$ cat src/hdl/aiff_pkg.sv
// ----------------------------------------------------------------------------
// aiff_pkg
// Types and constants shared by the AIFF header parser modules.
// ----------------------------------------------------------------------------
package aiff_pkg;

    typedef enum logic [2:0] {
        ST_OK        = 3'd0,
        ST_BAD_FORM  = 3'd1,
        ST_BAD_COMM  = 3'd2,
        ST_BAD_BITS  = 3'd3,
        ST_BAD_SSND  = 3'd4,
        ST_BAD_BLOCK = 3'd5,
        ST_TRUNC     = 3'd6
    } status_t;

    typedef struct packed {
        logic [7:0] data_byte;
        logic       restart;
        logic       last_byte;
    } item_t;

    typedef struct packed {
        status_t     status;
        logic [15:0] channels;
        logic [31:0] sample_frames;
        logic [31:0] rate_fixed;
        logic [32:0] data_start;
    } result_t;

    // parser result before rate conversion
    typedef struct packed {
        status_t     status;
        logic [15:0] channels;
        logic [31:0] sample_frames;
        logic [14:0] exponent;
        logic [63:0] mantissa;
        logic [32:0] data_start;
    } event_t;

    localparam logic [5:0]  HDR_LEN    = 6'd54;
    localparam logic [5:0]  POS_FORM   = 6'd3;
    localparam logic [5:0]  POS_AIFF   = 6'd11;
    localparam logic [5:0]  POS_COMM   = 6'd15;
    localparam logic [5:0]  POS_CSIZE  = 6'd19;
    localparam logic [5:0]  POS_CHAN   = 6'd21;
    localparam logic [5:0]  POS_FRAMES = 6'd25;
    localparam logic [5:0]  POS_BITS   = 6'd27;
    localparam logic [5:0]  POS_EXP    = 6'd29;
    localparam logic [5:0]  POS_MANT_LO = 6'd30;
    localparam logic [5:0]  POS_MANT_HI = 6'd37;
    localparam logic [5:0]  POS_SSND   = 6'd41;
    localparam logic [5:0]  POS_OFFSET = 6'd49;
    localparam logic [5:0]  POS_BLOCK  = 6'd53;

    localparam logic [31:0] TAG_FORM   = 32'h464F_524D;
    localparam logic [31:0] TAG_AIFF   = 32'h4149_4646;
    localparam logic [31:0] TAG_COMM   = 32'h434F_4D4D;
    localparam logic [31:0] TAG_SSND   = 32'h5353_4E44;
    localparam logic [31:0] COMM_SIZE  = 32'd18;
    localparam logic [15:0] SAMPLE_BITS = 16'd16;

    localparam logic [14:0] EXP_INF    = 15'h7FFF;
    localparam int          EXP_BIAS   = 16383;
    localparam int          MANT_BITS  = 63;
    localparam int          RATE_MAX   = 1000000;

endpackage

$ cat src/hdl/aiff_hdr_parse.sv
// ----------------------------------------------------------------------------
// aiff_hdr_parse
// Byte-wise header walker: checks chunk tags and collects COMM/SSND fields.
// ----------------------------------------------------------------------------
module aiff_hdr_parse
    import aiff_pkg::*;
(
    input  logic   clk,
    input  logic   rst_n,
    input  logic   accept,
    input  item_t  item,
    output logic   emit,
    output event_t evt
);

    logic [5:0]  pos_reg, pos_next, pos_base;
    logic [31:0] tag_reg, tag_next, tag_base, tag_shift;
    logic [15:0] chan_reg, chan_next, chan_base;
    logic [31:0] frame_reg, frame_next, frame_base;
    logic [15:0] exp_reg, exp_next, exp_base;
    logic [63:0] mant_reg, mant_next, mant_base;
    logic [31:0] skip_reg, skip_next, skip_base;
    logic        done_reg, done_next, done_base;
    status_t     status;

    always_comb
    begin
        if (item.restart)
        begin
            pos_base   = '0;
            tag_base   = '0;
            chan_base  = '0;
            frame_base = '0;
            exp_base   = '0;
            mant_base  = '0;
            skip_base  = '0;
            done_base  = 1'b0;
        end
        else
        begin
            pos_base   = pos_reg;
            tag_base   = tag_reg;
            chan_base  = chan_reg;
            frame_base = frame_reg;
            exp_base   = exp_reg;
            mant_base  = mant_reg;
            skip_base  = skip_reg;
            done_base  = done_reg;
        end

        tag_shift  = {tag_base[23:0], item.data_byte};
        pos_next   = pos_base;
        tag_next   = tag_base;
        chan_next  = chan_base;
        frame_next = frame_base;
        exp_next   = exp_base;
        mant_next  = mant_base;
        skip_next  = skip_base;
        done_next  = done_base;
        emit       = 1'b0;
        status     = ST_OK;

        if (!done_base)
        begin
            if (pos_base < HDR_LEN)
            begin
                tag_next = tag_shift;
                pos_next = pos_base + 6'd1;
                case (pos_base)
                    POS_FORM:
                    begin
                        if (tag_shift != TAG_FORM)
                        begin
                            emit   = 1'b1;
                            status = ST_BAD_FORM;
                        end
                    end
                    POS_AIFF:
                    begin
                        if (tag_shift != TAG_AIFF)
                        begin
                            emit   = 1'b1;
                            status = ST_BAD_FORM;
                        end
                    end
                    POS_COMM:
                    begin
                        if (tag_shift != TAG_COMM)
                        begin
                            emit   = 1'b1;
                            status = ST_BAD_COMM;
                        end
                    end
                    POS_CSIZE:
                    begin
                        if (tag_shift != COMM_SIZE)
                        begin
                            emit   = 1'b1;
                            status = ST_BAD_COMM;
                        end
                    end
                    POS_CHAN:   chan_next  = tag_shift[15:0];
                    POS_FRAMES: frame_next = tag_shift;
                    POS_BITS:
                    begin
                        if (tag_shift[15:0] != SAMPLE_BITS)
                        begin
                            emit   = 1'b1;
                            status = ST_BAD_BITS;
                        end
                    end
                    POS_EXP:    exp_next = tag_shift[15:0];
                    POS_SSND:
                    begin
                        if (tag_shift != TAG_SSND)
                        begin
                            emit   = 1'b1;
                            status = ST_BAD_SSND;
                        end
                    end
                    POS_OFFSET: skip_next = tag_shift;
                    POS_BLOCK:
                    begin
                        if (tag_shift != '0)
                        begin
                            emit   = 1'b1;
                            status = ST_BAD_BLOCK;
                        end
                        else
                        begin
                            tag_next = skip_base;
                            if (skip_base == '0)
                            begin
                                emit = 1'b1;
                            end
                        end
                    end
                    default: ;
                endcase
                if (pos_base inside {[POS_MANT_LO:POS_MANT_HI]})
                begin
                    mant_next = {mant_base[55:0], item.data_byte};
                end
            end
            else
            begin
                skip_next = skip_base - 32'd1;
                if (skip_next == '0)
                begin
                    emit = 1'b1;
                end
            end

            if (!emit && item.last_byte)
            begin
                emit   = 1'b1;
                status = ST_TRUNC;
            end
            if (emit)
            begin
                done_next = 1'b1;
            end
        end
    end

    assign evt.status        = status;
    assign evt.channels      = chan_next;
    assign evt.sample_frames = frame_next;
    assign evt.exponent      = exp_next[14:0];
    assign evt.mantissa      = mant_next;
    assign evt.data_start    = {27'd0, HDR_LEN} + {1'b0, tag_next};

    always_ff @(posedge clk or negedge rst_n)
    begin
        if (!rst_n)
        begin
            pos_reg   <= '0;
            tag_reg   <= '0;
            chan_reg  <= '0;
            frame_reg <= '0;
            exp_reg   <= '0;
            mant_reg  <= '0;
            skip_reg  <= '0;
            done_reg  <= 1'b0;
        end
        else if (accept)
        begin
            pos_reg   <= pos_next;
            tag_reg   <= tag_next;
            chan_reg  <= chan_next;
            frame_reg <= frame_next;
            exp_reg   <= exp_next;
            mant_reg  <= mant_next;
            skip_reg  <= skip_next;
            done_reg  <= done_next;
        end
    end

endmodule

$ cat src/hdl/aiff_rate_conv.sv
// ----------------------------------------------------------------------------
// aiff_rate_conv
// Turns a parser event into a result; 80-bit extended rate to clamped fixed point.
// ----------------------------------------------------------------------------
module aiff_rate_conv
    import aiff_pkg::*;
#(
    parameter int FRAC_BITS = 12
)
(
    input  event_t  evt,
    output result_t res
);

    localparam int          SHIFT_BIAS = EXP_BIAS + MANT_BITS - FRAC_BITS;
    localparam logic [63:0] ONE        = 64'd1 << FRAC_BITS;
    localparam logic [63:0] LIMIT      = 64'(RATE_MAX) << FRAC_BITS;

    logic signed [16:0] shift_amt;
    logic [16:0]        rshift;
    logic [63:0]        q;
    logic [63:0]        q_clamp;

    always_comb
    begin
        shift_amt = signed'({2'b00, evt.exponent}) - signed'(17'(SHIFT_BIAS));
        rshift    = 17'(-shift_amt);
        if (evt.exponent == EXP_INF)
        begin
            q = LIMIT;
        end
        else if (evt.mantissa == '0)
        begin
            q = ONE;
        end
        else if (!shift_amt[16])
        begin
            if (shift_amt[15:5] != '0 || evt.mantissa[63:32] != '0)
            begin
                q = LIMIT;
            end
            else
            begin
                q = {32'd0, evt.mantissa[31:0]} << shift_amt[4:0];
            end
        end
        else if (rshift[16:6] != '0)
        begin
            q = '0;
        end
        else
        begin
            q = evt.mantissa >> rshift[5:0];
        end

        if (q < ONE)
        begin
            q_clamp = ONE;
        end
        else if (q > LIMIT)
        begin
            q_clamp = LIMIT;
        end
        else
        begin
            q_clamp = q;
        end
    end

    always_comb
    begin
        res.status = evt.status;
        if (evt.status == ST_OK)
        begin
            res.channels      = evt.channels;
            res.sample_frames = evt.sample_frames;
            res.rate_fixed    = q_clamp[31:0];
            res.data_start    = evt.data_start;
        end
        else
        begin
            res.channels      = '0;
            res.sample_frames = '0;
            res.rate_fixed    = '0;
            res.data_start    = '0;
        end
    end

endmodule

$ cat src/hdl/aiff_header_parser.sv
// ----------------------------------------------------------------------------
// aiff_header_parser
// Streaming AIFF header parser with rate conversion to fixed point.
// ----------------------------------------------------------------------------
// Takes one file byte per cycle while item_stall is low, and gives one result
// per file: after the FORM/AIFF/COMM/SSND header and the SSND offset bytes, or
// at the first failing field, or at a last_byte that ends the file early. The
// header walk updates its state in the cycle the byte is taken; the event then
// sits in one register while the 80-bit sample rate is shifted and clamped, and
// the converted result is captured in the result register. The input stalls
// only while that event register is full and the result register cannot drain.
module aiff_header_parser
    import aiff_pkg::*;
#(
    parameter int FRAC_BITS = 12
)
(
    input  logic    clk,
    input  logic    rst_n,
    input  logic    item_valid,
    output logic    item_stall,
    input  item_t   item,
    output logic    result_valid,
    input  logic    result_stall,
    output result_t result
);

    logic    accept;
    logic    emit;
    event_t  evt;
    event_t  evt_reg;
    logic    evt_valid_reg;
    result_t conv;
    result_t result_reg;
    logic    result_valid_reg;
    logic    out_ready;
    logic    evt_ready;

    assign out_ready  = !result_valid_reg || !result_stall;
    assign evt_ready  = !evt_valid_reg || out_ready;
    assign item_stall = !evt_ready;
    assign accept     = item_valid && evt_ready;

    aiff_hdr_parse u_parse (
        .clk    (clk),
        .rst_n  (rst_n),
        .accept (accept),
        .item   (item),
        .emit   (emit),
        .evt    (evt)
    );

    aiff_rate_conv #(
        .FRAC_BITS (FRAC_BITS)
    ) u_conv (
        .evt (evt_reg),
        .res (conv)
    );

    always_ff @(posedge clk or negedge rst_n)
    begin
        if (!rst_n)
        begin
            evt_valid_reg    <= 1'b0;
            result_valid_reg <= 1'b0;
        end
        else
        begin
            if (evt_ready)
            begin
                evt_valid_reg <= accept && emit;
            end
            if (out_ready)
            begin
                result_valid_reg <= evt_valid_reg;
            end
        end
    end

    always_ff @(posedge clk)
    begin
        if (evt_ready)
        begin
            evt_reg <= evt;
        end
        if (out_ready)
        begin
            result_reg <= conv;
        end
    end

    assign result_valid = result_valid_reg;
    assign result       = result_reg;

`ifndef SYNTHESIS
    a_err_zero: assert property (@(posedge clk) disable iff (!rst_n)
        result_valid && result.status != ST_OK |->
            result.channels == '0 && result.sample_frames == '0 &&
            result.rate_fixed == '0 && result.data_start == '0)
        else $error("error result carries nonzero payload");

    a_rate_range: assert property (@(posedge clk) disable iff (!rst_n)
        result_valid && result.status == ST_OK |->
            result.rate_fixed >= (32'd1 << FRAC_BITS) &&
            result.rate_fixed <= (32'(RATE_MAX) << FRAC_BITS))
        else $error("rate outside clamp range");

    a_start_min: assert property (@(posedge clk) disable iff (!rst_n)
        result_valid && result.status == ST_OK |-> result.data_start >= 33'(HDR_LEN))
        else $error("data start before end of header");

    a_stall_full: assert property (@(posedge clk) disable iff (!rst_n)
        item_stall |-> evt_valid_reg && result_valid_reg)
        else $error("input stalled with room in pipeline");

    a_evt_drain: assert property (@(posedge clk) disable iff (!rst_n)
        evt_valid_reg && !result_stall |=> result_valid)
        else $error("event lost between stages");
`endif

endmodule

$ cat config.mk
export PLATFORM = sky130hd
export DESIGN_NAME = aiff_header_parser
export DESIGN_NICKNAME = d
export VERILOG_FILES = /design/src/hdl/aiff_pkg.sv /design/src/hdl/aiff_hdr_parse.sv /design/src/hdl/aiff_rate_conv.sv /design/src/hdl/aiff_header_parser.sv
export SDC_FILE = /design/constraint.sdc
export NUM_CORES = 2
export LEC_CHECK = 0
export BUFFER_PORTS_ARGS = -buffer_cell sky130_fd_sc_hd__buf_2
export CAP_MARGIN = 20
export CORE_MARGIN = 2
export CORE_UTILIZATION = 33
export DETAILED_ROUTE_END_ITERATION = 8
export GPL_TIMING_DRIVEN = 0
export SLEW_MARGIN = 20
export SYNTH_ARGS = -nofsm -noshare
export SYNTH_HDL_FRONTEND = slang
export SYNTH_HIERARCHICAL = 1
export SYNTH_SLANG_ARGS = --single-unit
$ cat constraint.sdc
create_clock -name clk -period 8.1 [get_ports clk]
set_input_delay 2.43 -clock clk [delete_from_list [all_inputs] [get_ports clk]]
set_output_delay 2.43 -clock clk [all_outputs]
set_load 0.01 [all_outputs]
Yosys cells after proc, flatten, opt, wreduce, memory -nomap -nowiden:

Index checks and enable logic that the tools add are counted.
W data, S select, Z words.

* output and inout port bits: 118
* flip-flop bits (word level): 480
* input bits: 14
* logic and storage cells: 142

* bitwise operators: 2
* magnitude comparators: 5
* add/subtract/negate cells: 5
* eq/ne operators: 18
* reductions and logical operators: 23
* mux-type cells: 63
* shift-type cells: 2

Operators with widths (number)
* $mux W64: 9
* $mux W32: 14
* $mux W16: 8
* $ne A32 B31 Y1 const B: 4
* $gt A64 B32 Y1 const B: 1
* $logic_not A32 Y1: 2
* $logic_not A64 Y1: 1
* $lt A64 B13 Y1 const B: 1
* $reduce_bool A32 Y1: 2
* $shl A32 B5 Y64: 1
* $shr A64 B6 Y64: 1
* $add A6 B32 Y33 const A: 1
* $ne A32 B5 Y1 const B: 1
* $sub A32 B1 Y32 const B: 1
* $eq A6 B5 Y1 const B: 5
* $reduce_bool A11 Y1: 2
* $pmux W3 S7: 1
* $mux W1: 19
* $eq A6 B6 Y1 const B: 3
* $mux W6: 3
* $neg A17 Y17: 1
* $ne A16 B5 Y1 const B: 1
* $sub A15 B15 Y16 const B: 1
* $eq A15 B15 Y1 const B: 1
* 17 further kinds: 34

Longest topological paths before layout:

* word-level depth: 13
* depth in mapped cells: 24
* gate-level depth less buffers: 15

Hierarchy:

Netlist, hierarchy kept.

By module, submodules not included
* aiff_hdr_parse: sequential area each 4954.8 um2, area each 12687.2 um2, cells an instance 1416, instances 1
* aiff_rate_conv: sequential area each 0.0 um2, area each 9843.2 um2, cells an instance 1289, instances 1
* aiff_header_parser: sequential area each 8428.1 um2, area each 8465.6 um2, cells an instance 288, instances 1

Least setup slack after synthesis:

OpenSTA, ideal clock, no wires.

* kind: input to output
* start point: input result_stall
* end point: output item_stall
* buffers on the path: 0
* slack: 0.406 ns
* arrival time: 5.264 ns
* cell stages on the path: 2
* data required time: 5.670 ns
* cell sequence: nand3_2 > inv_1

* word-level cells in the longest chain between the ends: 4

RTL lines
* from (decl): RTL line aiff_header_parser.sv:24 `input logic result_stall,`
* $logic_not A1 Y1: RTL line aiff_header_parser.sv:39 `assign out_ready = !result_valid_reg || !result_stall;`
* $logic_or A1 B1 Y1: RTL line aiff_header_parser.sv:39
* $logic_or A1 B1 Y1: RTL line aiff_header_parser.sv:40 `assign evt_ready = !evt_valid_reg || out_ready;`
* $logic_not A1 Y1: RTL line aiff_header_parser.sv:41 `assign item_stall = !evt_ready;`
* to (decl): RTL line aiff_header_parser.sv:21 `output logic item_stall,`

Every way passes these cells.

==> impl_results.html <==
<table>
<tr><th>Metric</th><th>Value</th></tr>
<tr><th colspan="2">Pwr</th></tr>
<tr><td>Clock share of power</td><td>37.0%</td></tr>
<tr><td>Share of total power in sequential cells</td><td>42.8%</td></tr>
<tr><td>PnR Total Power</td><td>0.00668 W</td></tr>
<tr><td>Combinational group share of total power</td><td>20.2%</td></tr>
<tr><td>Net load switching power</td><td>0.00206 W</td></tr>
<tr><td>Maximum vdd drop</td><td>0.000210 V</td></tr>
<tr><td>Switching share of power</td><td>30.9%</td></tr>
<tr><td>Total power per unit cell area</td><td>190 nW/um2</td></tr>
<tr><td>Static power due to leakage</td><td>between 10 and 15 nW</td></tr>
<tr><td>Power Internal</td><td>0.00462 W</td></tr>
<tr><th colspan="2">Die</th></tr>
<tr><td>Die boundary height</td><td>310 um</td></tr>
<tr><td>Initial core utilization</td><td>33.3%</td></tr>
<tr><td>Overall die area</td><td>96400 um2</td></tr>
<tr><td>Ports placed on the boundary</td><td>132</td></tr>
<tr><td>Chip Width</td><td>310 um</td></tr>
<tr><td>Core region area</td><td>just over 90000 um2</td></tr>
<tr><td>Number of cell rows</td><td>around 110</td></tr>
<tr><th colspan="2">Yosys</th></tr>
<tr><td>Proportion of synthesized area in mux cells</td><td>20.9%</td></tr>
<tr><td>Synth Area in Adders</td><td>0.323%</td></tr>
<tr><td>Summed instance area of the synthesized netlist</td><td>31000 um2</td></tr>
<tr><td>Syn nets</td><td>approximately 3000</td></tr>
<tr><td>Synth area leader</td><td>sky130_fd_sc_hd__edfxtp_1</td></tr>
<tr><td>Dominant cells by area after synthesis</td><td>sky130_fd_sc_hd__edfxtp_1 (27%), sky130_fd_sc_hd__dfrtp_1 (16%), sky130_fd_sc_hd__mux2i_1 (7.2%), sky130_fd_sc_hd__mux2_2 (6.9%), sky130_fd_sc_hd__mux4_2 (6.8%)</td></tr>
<tr><td>Compound-gate portion of the synthesized area</td><td>between 10% and 20%</td></tr>
<tr><td>Area share of the largest cell type after synthesis</td><td>around 27%</td></tr>
<tr><td>Most repeated cell in the gate-level netlist after synthesis</td><td>sky130_fd_sc_hd__nand2_1</td></tr>
<tr><td>Synth unique cells</td><td>104</td></tr>
<tr><td>Gate count after technology mapping</td><td>2993</td></tr>
<tr><td>Main flop type after synthesis</td><td>sky130_fd_sc_hd__edfxtp_1</td></tr>
<tr><td>Post-synth ARST share</td><td>41.8%</td></tr>
<tr><td>Average footprint of a synthesized cell</td><td>10.4 um2</td></tr>
<tr><td>XOR/XNOR Fraction of Synth Area</td><td>1.52%</td></tr>
<tr><td>Leading cell types by count after synthesis</td><td>sky130_fd_sc_hd__nand2_1 (310), sky130_fd_sc_hd__edfxtp_1 (279), sky130_fd_sc_hd__nor2_1 (249)</td></tr>
<tr><td>Simple-gate share of the synthesized area</td><td>16.3%</td></tr>
<tr><td>Main combinational cell family by area after synthesis</td><td>multiplexers</td></tr>
<tr><td>Total number of yosys warnings</td><td>6</td></tr>
<tr><td>Seq cells post-synth</td><td>479</td></tr>
<tr><td>Number of enable-type register cells in the synthesized netlist</td><td>approximately 280</td></tr>
<tr><td>Seq/Total Area, Yosys</td><td>43.2%</td></tr>
<tr><th colspan="2">Timing</th></tr>
<tr><td>Slew HR</td><td>22.0%</td></tr>
<tr><td>Unrepaired setup endpoints after global routing</td><td>false</td></tr>
<tr><td>Upper clock frequency limit</td><td>~130 MHz</td></tr>
<tr><td>Final-report setup violation count</td><td>0</td></tr>
<tr><td>Final Hold Slack</td><td>502 ps</td></tr>
<tr><td>Period utilization</td><td>96.1%</td></tr>
<tr><td>Final count of pins violating max slew</td><td>0</td></tr>
<tr><td>Layout Skew</td><td>68.6 ps</td></tr>
<tr><td>Post-layout minimum cycle time</td><td>7790 ps</td></tr>
<tr><td>Actual slew at the worst max-slew pin</td><td>1170 ps</td></tr>
<tr><td>Hold Fails Final Rpt</td><td>0</td></tr>
<tr><th colspan="2">Setup path</th></tr>
<tr><td>CP Capture Type</td><td>register</td></tr>
<tr><td>Arrival time at the worst endpoint</td><td>8150 ps</td></tr>
<tr><td>Kind of start point of the critical path</td><td>input pin</td></tr>
<tr><td>Largest fanout of any net on the critical path</td><td>11</td></tr>
<tr><td>Worst Path Class, Setup</td><td>in2reg</td></tr>
<tr><td>Required time worst endpoint</td><td>8470 ps</td></tr>
<tr><th colspan="2">Finish</th></tr>
<tr><td>Syn-to-layout area delta</td><td>13.7%</td></tr>
<tr><td>Count of nets after finishing</td><td>3202</td></tr>
<tr><td>Largest register FFs</td><td>163</td></tr>
<tr><td>Post-Route Utilization</td><td>37.8%</td></tr>
<tr><td>Design Area, Final</td><td>around 35000 um2</td></tr>
<tr><td>Fraction of final layout cells sized beyond drive strength 1</td><td>19.9%</td></tr>
<tr><td>Non-filler cells, final</td><td>4479</td></tr>
<tr><th colspan="2">Placement</th></tr>
<tr><td>Placed cell count</td><td>4379</td></tr>
<tr><td>Port-buffer cells</td><td>122</td></tr>
<tr><td>Routability Congestion</td><td>1.00</td></tr>
<tr><td>HPWL reported at the end of detailed placement</td><td>87000 um</td></tr>
<tr><td>Total placed instance area</td><td>33400 um2</td></tr>
<tr><th colspan="2">Clocking</th></tr>
<tr><td>Level count of the clock H-tree</td><td>2</td></tr>
<tr><td>Clock slew at the register clock pins of the worst setup and hold paths</td><td>around 60 ps</td></tr>
<tr><td>Number of clock buffers inserted by TritonCTS</td><td>54</td></tr>
<tr><td>Buffers from clock root to sink, at most</td><td>3</td></tr>
<tr><td>Clock sinks</td><td>479</td></tr>
<tr><td>Latest clock arrival within the worst-skew pair</td><td>approximately 660 ps</td></tr>
<tr><td>Clock tree from TritonCTS</td><td>built</td></tr>
<tr><td>Number of setup buffers added after CTS</td><td>0</td></tr>
<tr><td>Buffer cell driving the clock tree root</td><td>sky130_fd_sc_hd__clkbuf_16</td></tr>
<tr><th colspan="2">Route</th></tr>
<tr><td>Remaining antenna violation count</td><td>0</td></tr>
<tr><td>First DRT Iteration DRCs</td><td>2655</td></tr>
<tr><td>Drt via density</td><td>5.87</td></tr>
<tr><td>Residual DRC count</td><td>0</td></tr>
<tr><td>Number of vias in the routed layout</td><td>26314</td></tr>
<tr><td>Total routed wirelength</td><td>116000 um</td></tr>
<tr><td>Average wire length per cell after detail routing</td><td>approximately 26 um</td></tr>
<tr><td>Iteration count of the initial detailed-routing pass</td><td>5</td></tr>
<tr><th colspan="2">GRT</th></tr>
<tr><td>Sum of overflow across all layers after global routing</td><td>0</td></tr>
<tr><td>Global Route Usage Sum</td><td>23.6%</td></tr>
<tr><td>Number of antenna violations at the first check in global routing</td><td>5</td></tr>
<tr><td>Wire length of the first global-routing pass</td><td>171000 um</td></tr>
<tr><td>Via count of the first global-routing pass</td><td>25655</td></tr>
<tr><td>Maximum number of pins on one net before global-route repair</td><td>84</td></tr>
<tr><th colspan="2">Status</th></tr>
<tr><td>Result of the run</td><td>finished clean</td></tr>
<tr><th colspan="2">Min path</th></tr>
<tr><td>Hold Crit Class</td><td>reg2reg</td></tr>
<tr><th colspan="2">Job</th></tr>
<tr><td>Max_cap viols</td><td>0</td></tr>
</table>
-- metrics by stage --
step                TNS, ps  setup slack, ps
finish                    0              314
global route              0             69.7
detailed placement   -68740            -1130
floorplan                 0              406
global placement    -195070            -1140
CTS                       0             64.9
-- power by group through the flow --
stage / clock network (W) / registers (W) / logic, W
2_1_floorplan: 0 / 0.00290 / 0.000789
3_5_place_dp: 0 / 0.00290 / 0.00131
4_1_cts: 0.00253 / 0.00286 / 0.00132
6_report: 0.00247 / 0.00286 / 0.00135
5_1_grt: 0.00262 / 0.00287 / 0.00143
3_3_place_gp: 0 / 0.00292 / 0.00130
-- cell families after synthesis --
logic type,count (synthesis)
mux,507
flops,479
xor+xnor,52
buf+inv,309
simple gates,1014
fa+ha+maj,8
compound gates,624
-- area by class of cell --
class | count | area [um2]
Fill cell | 9307 | 58000
Multi-Input combinational cell | 2205 | 16400
Sequential cell | 479 | 13400
Tap cell | 1254 | 1570
Clock buffer | 67 | 1430
Buffer | 269 | 1160
Timing Repair Buffer | 132 | 838
Clock inverter | 33 | 343
Inverter | 39 | 146
Antenna cell | 1 | 2.50
-- worst paths after layout --
check | from | endpoint | slack [ps] | cells past startpoint
min | u_parse/frame_reg[7] | u_parse/frame_reg[7] | 500 | 1
min in group asynchronous | rst_n | u_parse/skip_reg[28] | 1730 | 1
min reg2reg | u_parse/frame_reg[7] | u_parse/frame_reg[7] | 500 | 1
max | item[1] | evt_reg[23] | 310 | 21
max reg2reg | evt_reg[98] | result[63] | 570 | 20
max in group asynchronous | rst_n | u_parse/frame_reg[5] | 5180 | 3
-- what timing repair did --
action	4_1_cts	5_1_grt
setup endpoints to repair	12	11
gates resized for setup	2	2
pin swaps	0	0
gates cloned	0	0
hold buffers	0	0
-- critical path: stages --
cell and delay, ps:
sky130_fd_sc_hd__buf_2 180, sky130_fd_sc_hd__inv_1 390, sky130_fd_sc_hd__clkbuf_2 450, sky130_fd_sc_hd__clkbuf_2 440, sky130_fd_sc_hd__clkbuf_2 460, sky130_fd_sc_hd__nand2_1 130
sky130_fd_sc_hd__inv_1 130, sky130_fd_sc_hd__ha_1 310, sky130_fd_sc_hd__and4b_1 310, sky130_fd_sc_hd__and4_1 250, sky130_fd_sc_hd__and4_1 280, sky130_fd_sc_hd__buf_6 170
sky130_fd_sc_hd__buf_2 220, sky130_fd_sc_hd__a21oi_1 90, sky130_fd_sc_hd__nor2_1 140, sky130_fd_sc_hd__a21oi_1 90, sky130_fd_sc_hd__ha_1 330, sky130_fd_sc_hd__o21ai_1 360
sky130_fd_sc_hd__nand4_2 410, sky130_fd_sc_hd__nor4_1 410, sky130_fd_sc_hd__xor2_1 130
-- metal layers --
metal	global-route usage (%)	wire length (um)
met5	0	58
met4	10.1	5000
met3	4.20	8680
met2	37.3	52500
met1	31.9	49300
-- layout by cell type, fill, tap and decap left out, types with 13 or more instances in the layout --
master                      instances
sky130_fd_sc_hd__buf_1             31
sky130_fd_sc_hd__a211oi_1          23
sky130_fd_sc_hd__xnor2_1           24
sky130_fd_sc_hd__o211ai_1          34
sky130_fd_sc_hd__a31o_2            13
sky130_fd_sc_hd__a31oi_1           38
sky130_fd_sc_hd__nor3_1            57
sky130_fd_sc_hd__or4_1             15
sky130_fd_sc_hd__nand3_1           57
sky130_fd_sc_hd__edfxtp_1         279
sky130_fd_sc_hd__inv_1             35
sky130_fd_sc_hd__nand2_1          309
sky130_fd_sc_hd__clkbuf_16         55
sky130_fd_sc_hd__nand2b_1          16
sky130_fd_sc_hd__and3_1            23
sky130_fd_sc_hd__buf_2            167
sky130_fd_sc_hd__mux4_2            94
sky130_fd_sc_hd__dfrtp_1          200
sky130_fd_sc_hd__a22oi_1           20
sky130_fd_sc_hd__mux2i_1          223
sky130_fd_sc_hd__a21oi_1          158
sky130_fd_sc_hd__nor2b_1           13
sky130_fd_sc_hd__clkbuf_1         180
sky130_fd_sc_hd__o21ai_0          125
sky130_fd_sc_hd__nor4_1            52
sky130_fd_sc_hd__nand4_1           26
sky130_fd_sc_hd__mux2_2           190
sky130_fd_sc_hd__xor2_1            25
sky130_fd_sc_hd__and2_1            97
sky130_fd_sc_hd__o22ai_1           17
sky130_fd_sc_hd__a21o_1            18
sky130_fd_sc_hd__or3_1             17
sky130_fd_sc_hd__nor2_1           249
Note: power is estimated with default switching activity, not from simulation.
